===== src/hw/rtl/hash_prng_range_draw_assert.svh =====
// assertion helpers for hash_prng_range_draw
`ifndef HASH_PRNG_RANGE_DRAW_ASSERT_SVH
`define HASH_PRNG_RANGE_DRAW_ASSERT_SVH

// same-cycle implication
`define HPR_ASSERT_NOW(lbl, ante, cons, msg) \
	lbl: assert property (@(posedge clk) disable iff (!arst_n) (ante) |-> (cons)) \
		else $error(msg);

// next-cycle implication
`define HPR_ASSERT_NEXT(lbl, ante, cons, msg) \
	lbl: assert property (@(posedge clk) disable iff (!arst_n) (ante) |=> (cons)) \
		else $error(msg);

`endif


===== src/hw/rtl/hpr_pkg.sv =====
`default_nettype none

package hpr_pkg;

	localparam logic [31:0] WEYL_STEP = 32'he120fc15;
	localparam logic [31:0] MIX_MUL_A = 32'h4a39b70d;
	localparam logic [31:0] MIX_MUL_B = 32'h12fad5c9;

	localparam logic [1:0] REQ_SEED  = 2'd0;
	localparam logic [1:0] REQ_RAW   = 2'd1;
	localparam logic [1:0] REQ_RANGE = 2'd2;

	localparam logic [1:0] ST_VALID   = 2'd0;
	localparam logic [1:0] ST_SEEDED  = 2'd1;
	localparam logic [1:0] ST_BADSPAN = 2'd2;

	localparam int QDEPTH = 2;
	localparam int QPTR_W = $clog2(QDEPTH);
	localparam int QCNT_W = $clog2(QDEPTH + 1);

	localparam int DIV_STEPS = 32;
	localparam int DIV_CNT_W = $clog2(DIV_STEPS);

	typedef enum logic [1:0] {
		OP_SEED,
		OP_RAW,
		OP_RANGE,
		OP_BAD
	} op_t;

	// word: seed state for OP_SEED, range_min for OP_RANGE
	typedef struct packed {
		op_t         op;
		logic [31:0] word;
		logic [31:0] span;
	} job_t;

	typedef enum logic [2:0] {
		BK_IDLE,
		BK_MIX1,
		BK_MIX2,
		BK_FOLD,
		BK_DIV,
		BK_ADD,
		BK_DONE
	} bk_state_t;

	function automatic logic [31:0] fold64(input logic [63:0] p);
		return p[63:32] ^ p[31:0];
	endfunction

endpackage

`default_nettype wire


===== src/hw/rtl/hash_prng_range_draw.sv =====
// Counter-based 32-bit generator with a two-round multiply-fold mixer. Requests
// (seed, raw draw, ranged draw) are classified on entry and held in a two-deep
// queue, so the input can take up to two requests while the execution unit works
// and while a result waits at the output register. The execution unit handles one
// request at a time: a seed or a rejected request goes straight to the output
// register, a raw draw runs the Weyl add, two registered 32x32 products and fold,
// and a ranged draw adds the radix-2 restoring remainder unit for the modulo by
// the span and the add of range_min. A ranged draw with range_max <= range_min, or an
// unused request code, returns zero with the bad-span status and leaves the
// generator untouched.
`default_nettype none

module hash_prng_range_draw (
	input  wire logic        clk,
	input  wire logic        arst_n,
	input  wire logic        in_valid,
	output logic             in_ready,
	input  wire logic [1:0]  req_type,
	input  wire logic [15:0] seed_x,
	input  wire logic [15:0] seed_y,
	input  wire logic signed [31:0] range_min,
	input  wire logic signed [31:0] range_max,
	output logic             out_valid,
	input  wire logic        out_ready,
	output logic [31:0]      value,
	output logic [1:0]       status
);
	import hpr_pkg::*;

	logic push_valid;
	logic push_ready;
	job_t push_job;
	logic pop_valid;
	logic pop_ready;
	job_t pop_job;

	hpr_front u_front (
		.in_valid   (in_valid),
		.in_ready   (in_ready),
		.req_type   (req_type),
		.seed_x     (seed_x),
		.seed_y     (seed_y),
		.range_min  (range_min),
		.range_max  (range_max),
		.push_valid (push_valid),
		.push_ready (push_ready),
		.push_job   (push_job)
	);

	hpr_fifo u_fifo (
		.clk        (clk),
		.arst_n     (arst_n),
		.push_valid (push_valid),
		.push_ready (push_ready),
		.push_job   (push_job),
		.pop_valid  (pop_valid),
		.pop_ready  (pop_ready),
		.pop_job    (pop_job)
	);

	hpr_back u_back (
		.clk        (clk),
		.arst_n     (arst_n),
		.pop_valid  (pop_valid),
		.pop_ready  (pop_ready),
		.pop_job    (pop_job),
		.out_valid  (out_valid),
		.out_ready  (out_ready),
		.value      (value),
		.status     (status)
	);

`include "hash_prng_range_draw_assert.svh"

	`HPR_ASSERT_NOW(a_zero_unless_valid, out_valid && (status != ST_VALID), value == '0, "non-zero value on seed or bad span")
	`HPR_ASSERT_NEXT(a_queue_holds_req, in_valid && in_ready, pop_valid, "accepted request missing from queue")
	`HPR_ASSERT_NOW(a_empty_span_rejected, push_valid && (req_type == REQ_RANGE) && (range_max <= range_min), push_job.op == OP_BAD, "empty span not rejected")

endmodule

`default_nettype wire


===== src/hw/rtl/hpr_fifo.sv =====
`default_nettype none

module hpr_fifo (
	input  wire logic          clk,
	input  wire logic          arst_n,
	input  wire logic          push_valid,
	output logic               push_ready,
	input  wire hpr_pkg::job_t push_job,
	output logic               pop_valid,
	input  wire logic          pop_ready,
	output hpr_pkg::job_t      pop_job
);
	import hpr_pkg::*;

	job_t              mem_q [QDEPTH];
	logic [QPTR_W-1:0] wr_ptr_q;
	logic [QPTR_W-1:0] rd_ptr_q;
	logic [QCNT_W-1:0] cnt_q;
	logic              do_push;
	logic              do_pop;

	assign push_ready = (cnt_q != QCNT_W'(QDEPTH));
	assign pop_valid  = (cnt_q != '0);
	assign pop_job    = mem_q[rd_ptr_q];
	assign do_push    = push_valid && push_ready;
	assign do_pop     = pop_valid && pop_ready;

	always_ff @(posedge clk) begin
		if (do_push) begin
			mem_q[wr_ptr_q] <= push_job;
		end
	end

	always_ff @(posedge clk or negedge arst_n) begin
		if (!arst_n) begin
			wr_ptr_q <= '0;
			rd_ptr_q <= '0;
			cnt_q    <= '0;
		end else begin
			if (do_push) begin
				wr_ptr_q <= (wr_ptr_q == QPTR_W'(QDEPTH - 1)) ? '0 : wr_ptr_q + 1'b1;
			end
			if (do_pop) begin
				rd_ptr_q <= (rd_ptr_q == QPTR_W'(QDEPTH - 1)) ? '0 : rd_ptr_q + 1'b1;
			end
			case ({do_push, do_pop})
				2'b10:   cnt_q <= cnt_q + 1'b1;
				2'b01:   cnt_q <= cnt_q - 1'b1;
				default: cnt_q <= cnt_q;
			endcase
		end
	end

endmodule

`default_nettype wire


===== src/hw/rtl/hpr_front.sv =====
`default_nettype none

module hpr_front (
	input  wire logic        in_valid,
	output logic             in_ready,
	input  wire logic [1:0]  req_type,
	input  wire logic [15:0] seed_x,
	input  wire logic [15:0] seed_y,
	input  wire logic [31:0] range_min,
	input  wire logic [31:0] range_max,
	output logic             push_valid,
	input  wire logic        push_ready,
	output hpr_pkg::job_t    push_job
);
	import hpr_pkg::*;

	logic [32:0] diff;
	logic        span_ok;

	// exact signed difference, 33 bits
	assign diff    = {range_max[31], range_max} - {range_min[31], range_min};
	assign span_ok = !diff[32] && (diff != '0);

	assign in_ready   = push_ready;
	assign push_valid = in_valid;

	always_comb begin
		push_job.span = diff[31:0];
		push_job.word = range_min;
		push_job.op   = OP_BAD;
		case (req_type)
			REQ_SEED: begin
				push_job.op   = OP_SEED;
				push_job.word = {seed_x, seed_y};
			end
			REQ_RAW: begin
				push_job.op = OP_RAW;
			end
			REQ_RANGE: begin
				push_job.op = span_ok ? OP_RANGE : OP_BAD;
			end
			default: begin
				push_job.op = OP_BAD;
			end
		endcase
	end

endmodule

`default_nettype wire


===== src/hw/rtl/hpr_back.sv =====
`default_nettype none

module hpr_back (
	input  wire logic        clk,
	input  wire logic        arst_n,
	input  wire logic        pop_valid,
	output logic             pop_ready,
	input  wire hpr_pkg::job_t pop_job,
	output logic             out_valid,
	input  wire logic        out_ready,
	output logic [31:0]      value,
	output logic [1:0]       status
);
	import hpr_pkg::*;

	bk_state_t            state_q;
	bk_state_t            state_nxt;
	logic [31:0]          gen_q;
	op_t                  op_q;
	logic [31:0]          base_q;
	logic [31:0]          span_q;
	logic [63:0]          prod_q;
	logic [31:0]          dvd_q;
	logic [31:0]          rem_q;
	logic [DIV_CNT_W-1:0] cnt_q;
	logic [31:0]          res_val_q;
	logic [1:0]           res_st_q;
	logic [31:0]          value_q;
	logic [1:0]           status_q;
	logic                 out_valid_q;
	logic                 out_free;
	logic                 div_last;
	logic [32:0]          trial;
	logic [32:0]          trial_sub;
	logic [31:0]          rem_nxt;

	assign out_free  = !out_valid_q || out_ready;
	assign div_last  = (cnt_q == DIV_CNT_W'(DIV_STEPS - 1));
	assign trial     = {rem_q, dvd_q[31]};
	assign trial_sub = trial - {1'b0, span_q};
	assign rem_nxt   = trial_sub[32] ? trial[31:0] : trial_sub[31:0];

	assign out_valid = out_valid_q;
	assign value     = value_q;
	assign status    = status_q;

	always_comb begin
		state_nxt = state_q;
		pop_ready = 1'b0;
		case (state_q)
			BK_IDLE: begin
				pop_ready = 1'b1;
				if (pop_valid) begin
					case (pop_job.op)
						OP_RAW, OP_RANGE: state_nxt = BK_MIX1;
						default:          state_nxt = BK_DONE;
					endcase
				end
			end
			BK_MIX1: state_nxt = BK_MIX2;
			BK_MIX2: state_nxt = BK_FOLD;
			BK_FOLD: state_nxt = (op_q == OP_RANGE) ? BK_DIV : BK_DONE;
			BK_DIV:  state_nxt = div_last ? BK_ADD : BK_DIV;
			BK_ADD:  state_nxt = BK_DONE;
			BK_DONE: state_nxt = out_free ? BK_IDLE : BK_DONE;
			default: state_nxt = BK_IDLE;
		endcase
	end

	always_ff @(posedge clk or negedge arst_n) begin
		if (!arst_n) begin
			state_q     <= BK_IDLE;
			gen_q       <= '0;
			out_valid_q <= 1'b0;
		end else begin
			state_q <= state_nxt;
			if (state_q == BK_IDLE && pop_valid) begin
				case (pop_job.op)
					OP_SEED:          gen_q <= pop_job.word;
					OP_RAW, OP_RANGE: gen_q <= gen_q + WEYL_STEP;
					default:          gen_q <= gen_q;
				endcase
			end
			if (out_valid_q && out_ready) begin
				out_valid_q <= 1'b0;
			end
			if (state_q == BK_DONE && out_free) begin
				out_valid_q <= 1'b1;
			end
		end
	end

	always_ff @(posedge clk) begin
		case (state_q)
			BK_IDLE: begin
				if (pop_valid) begin
					op_q      <= pop_job.op;
					base_q    <= pop_job.word;
					span_q    <= pop_job.span;
					res_val_q <= '0;
					res_st_q  <= (pop_job.op == OP_SEED) ? ST_SEEDED : ST_BADSPAN;
				end
			end
			BK_MIX1: begin
				prod_q <= {32'd0, gen_q} * {32'd0, MIX_MUL_A};
			end
			BK_MIX2: begin
				prod_q <= {32'd0, fold64(prod_q)} * {32'd0, MIX_MUL_B};
			end
			BK_FOLD: begin
				res_val_q <= fold64(prod_q);
				res_st_q  <= ST_VALID;
				dvd_q     <= fold64(prod_q);
				rem_q     <= '0;
				cnt_q     <= '0;
			end
			BK_DIV: begin
				rem_q <= rem_nxt;
				dvd_q <= {dvd_q[30:0], 1'b0};
				cnt_q <= cnt_q + 1'b1;
			end
			BK_ADD: begin
				res_val_q <= rem_q + base_q;
			end
			BK_DONE: begin
				if (out_free) begin
					value_q  <= res_val_q;
					status_q <= res_st_q;
				end
			end
			default: begin
				res_val_q <= res_val_q;
			end
		endcase
	end

endmodule

`default_nettype wire


===== config.mk =====
export PLATFORM = sky130hd
export DESIGN_NAME = hash_prng_range_draw
export DESIGN_NICKNAME = d
export VERILOG_FILES = /design/src/hw/rtl/hpr_pkg.sv /design/src/hw/rtl/hash_prng_range_draw.sv /design/src/hw/rtl/hpr_fifo.sv /design/src/hw/rtl/hpr_front.sv /design/src/hw/rtl/hpr_back.sv
export VERILOG_INCLUDE_DIRS = /design/src /design/src/hw/rtl
export SDC_FILE = /design/constraint.sdc
export NUM_CORES = 2
export LEC_CHECK = 0
export BUFFER_PORTS_ARGS = -buffer_cell sky130_fd_sc_hd__buf_2
export CAP_MARGIN = 20
export CORE_MARGIN = 2
export CORE_UTILIZATION = 65
export CTS_CLUSTER_DIAMETER = 30
export DETAILED_ROUTE_END_ITERATION = 8
export PLACE_DENSITY = 0.84
export SYNTH_ARGS = -nofsm -noshare
export SYNTH_HDL_FRONTEND = slang
export SYNTH_HIERARCHICAL = 1
export SYNTH_SLANG_ARGS = --single-unit

===== constraint.sdc =====
create_clock -name clk -period 10.8 [get_ports clk]
set_input_delay 1.62 -clock clk [delete_from_list [all_inputs] [get_ports clk]]
set_output_delay 1.62 -clock clk [all_outputs]
set_load 0.02 [all_outputs]

==> impl_metrics.ini <==
[worst_setup_path]
data_arrival_time_of_the_critical_path_ns = 9.34
cell_occurring_most_often_along_the_worst_timing_path = fa_1
family_of_cells_with_the_greatest_summed_delay_on_the_critical_path = adder cells
cp_slowest_stage_delay_ns = 0.74
critPathKind = reg -> reg
endpoint_kind = flip-flop
timing.critical_path.slowest_stage_cell = xnor2_1
critical_path.cell_chain = xnor2_1, inv_1, ha_1, inv_1, fa_1, fa_1, fa_1, fa_1, inv_1, fa_1, fa_1, fa_1, ha_1, and3_1, a221o_1, a2111oi_0, a21oi_1, a31oi_1, o21ai_0, xnor2_1, a21oi_1
path_buf_inv = 3
critPathMaxFanout = 7
critical_path_required_ns = 11.18
start_kind = flip-flop

[logic_synthesis]
syn_inst = 5698
postSynthRegisterBits = 438
ys_warn_count = 6
post_synth_edffs = 398
ys_async_sr_fraction = 0.0913
syn_area_per_cell_um2 = 10.4
synthesis.nets = 7492
mappedNetlistArea_um2 = 59100
netlist_top_cells_area = fa_1 28%, edfxtp_1 20%, ha_1 19%
synth_flop_cell = edfxtp_1
synth_top_cell_area_share = 0.277
sequential_cell_area_fraction_in_the_yosys_report = 0.219
synth_largest_area_cell = fa_1
post_synth_num_cell_types = 98

[sta]
worst_clock_skew_ns = 0.0533
fin_setup_tns_ns = 0
final.min_clock_period_ns = 8.96
max_freq_mhz = 112
final-max-slew-violation-count = 0
finalSetupViolCount = 0
final_cycle_share = 0.830
rsz_0062_raised_after_global_routing = no
tightest_slew_ns = 1.04
fin_hold_ws_ns = 0.419
final_hold_viol_count = 0
relSlewSlack = 0.303

[global_route]
first_global_vias = 44300
grt_antenna_before_repair = 3
pin_count_of_the_biggest_net_entering_global_routing = 67
grt_overflow_total = 0
global_route_wire_length_before_repair_mm = 271
global_route.usage.total = 0.390

[clocking]
cts_made_buffers = 86
clock_sink_count = 438
maximum_clock_path_buffer_count = 3
cts_setup_buffers = 0
cts_root_buf = clkbuf_16
cts_hold_buffers = 0
tritoncts = yes
cts_resized = 0
clk_transition_reported_paths_ns = 0.05
clk-insertion-delay-late_ns = 0.65
htreeDepth = 3

[floorplan]
placement_rows = 110
pin_count = 138
die_y_um = 306
fp.dieW_um = 306
design.die.area_um2 = 93400
effective_utilization_at_floorplan = 0.657
floorplan.core_area_um2 = 90000

[placed_design]
placed_cells_incl_taps = 6919
portBuffers = 137
dp_wirelength_mm = 150
place_congestion = 1.02

[finish]
multi_input_logic_area_um2 = 40700
seqCellArea_um2 = 13000
fill_cells = 6492
layout.cells.most_common_list = 1323 x inv_1, 875 x ha_1, 817 x fa_1, 398 x edfxtp_1, 311 x a21oi_1
nNetsFinal = 7627
finish.utilization = 0.712
instances_no_fill = 7080
most_common_library_cell_in_the_layout_ignoring_fill_and_taps = inv_1
area.growth.synth_to_final_pct = 8.40
post_route_cells_drive_above_1_share = 0.0791

[routing]
wl_met1_mm = 69.1
routed_wire_length_per_instance_um = 25.2
dr.pass1.iters = 6
top_layer = met5
number_of_design_rule_violations_left_by_the_first_detailed_router_iteration = 3799
routed_wirelength_mm = 179
met2RoutedLength_mm = 87.4
met3WireLength_mm = 12.6
route.antenna.remaining_nets = 0
remaining_drc_errors = 0
via_count = 42800
avgViaCountPerCell = 6.04

[worst_hold_path]
worst_min_delay_path_category = reg -> reg

[status]
status = finished, final reports clean

[run]
max_cap_viol_count = 0
## synth_stat cells, types with 28 or more instances
cell      instances
a21o_1          133
a21oi_1         311
a31oi_1          31
and2_1           30
clkbuf_1        111
dfrtp_1          40
edfxtp_1        398
fa_1            817
ha_1            875
inv_1          1323
mux2_2           38
mux2_4           30
mux2i_1          38
nand2_1         244
nand3_1          76
nand4_1          46
nor2_1          223
nor3_1           28
o21ai_0         207
o21bai_1         29
o22ai_1          61
xnor2_1         145
xor2_1           89
## registers in the layout, indices dropped and copies added, names as in the netlist, 5 cells and up
signal and count:
u_fifo/mem_q 132, u_back/prod_q 63, u_back/base_q 32, u_back/dvd_q 32
u_back/gen_q 32, u_back/rem_q 32, u_back/res_val_q 32, u_back/span_q 32
u_back/value 32, u_back/cnt_q 5
## path summary, 6_finish.rpt
check,from,endpoint,slack [ns],cells after the start
setup / recovery,u_back/prod_q[13]$_DFFE_PP_,u_back/prod_q[45]$_DFFE_PP_,1.84,21
hold reg to reg,u_back/res_val_q[31]$_DFFE_PP_,u_back/value[31]$_DFFE_PP_,0.42,0
hold / removal,u_back/res_val_q[31]$_DFFE_PP_,u_back/value[31]$_DFFE_PP_,0.42,0
max in group asynchronous,arst_n,u_fifo/rd_ptr_q$_DFFE_PN0P_,9.25,2
setup reg to reg,u_back/prod_q[13]$_DFFE_PP_,u_back/prod_q[45]$_DFFE_PP_,1.84,21
min in group asynchronous,arst_n,u_back/gen_q[26]$_DFFE_PN0P_,1.05,2
## area by class of cell
type	instances	share of cell area
Tap cell	1176	0.0230
Clock buffer	91	0.0340
Antenna cell	1	0.0000391
Timing Repair Buffer	186	0.0170
Clock inverter	67	0.0118
Multi-Input combinational cell	3798	0.634
Sequential cell	438	0.202
Inverter	1323	0.0775
## through the flow
| stage | cell area [um^2] | setup WS (ns) |
|---|---|---|
| 5_1_grt | 64100 | 1.57 |
| 4_1_cts | 64000 | 1.88 |
| 3_3_place_gp | 61100 | 1.94 |
| 2_1_floorplan | 59100 | 3.05 |
| 6_report | 64100 | 1.84 |
| 3_5_place_dp | 61100 | 1.94 |
## kinds of logic after synthesis
kind of cell,count (synthesis),share of synthesized area
buffers and inverters,1462,0.0941
multiplexers,107,0.0217
XOR/XNOR,234,0.0347
AND/OR/NAND/NOR,787,0.0631
flip-flops,438,0.219
AO/OA/AOI/OAI,978,0.105
adder cells (fa/ha/maj),1692,0.462
## layer usage
layer | global-route usage | vias up
li1 | - | 19100
met1 | 0.506 | 21300
met2 | 0.658 | 1954
met3 | 0.0529 | 380
met4 | 0.174 | 4
met5 | 0 | -
Power is left out: the tool's default activity adds up to more than one toggle a clock period on the data nets, which glitch-free logic cannot reach.
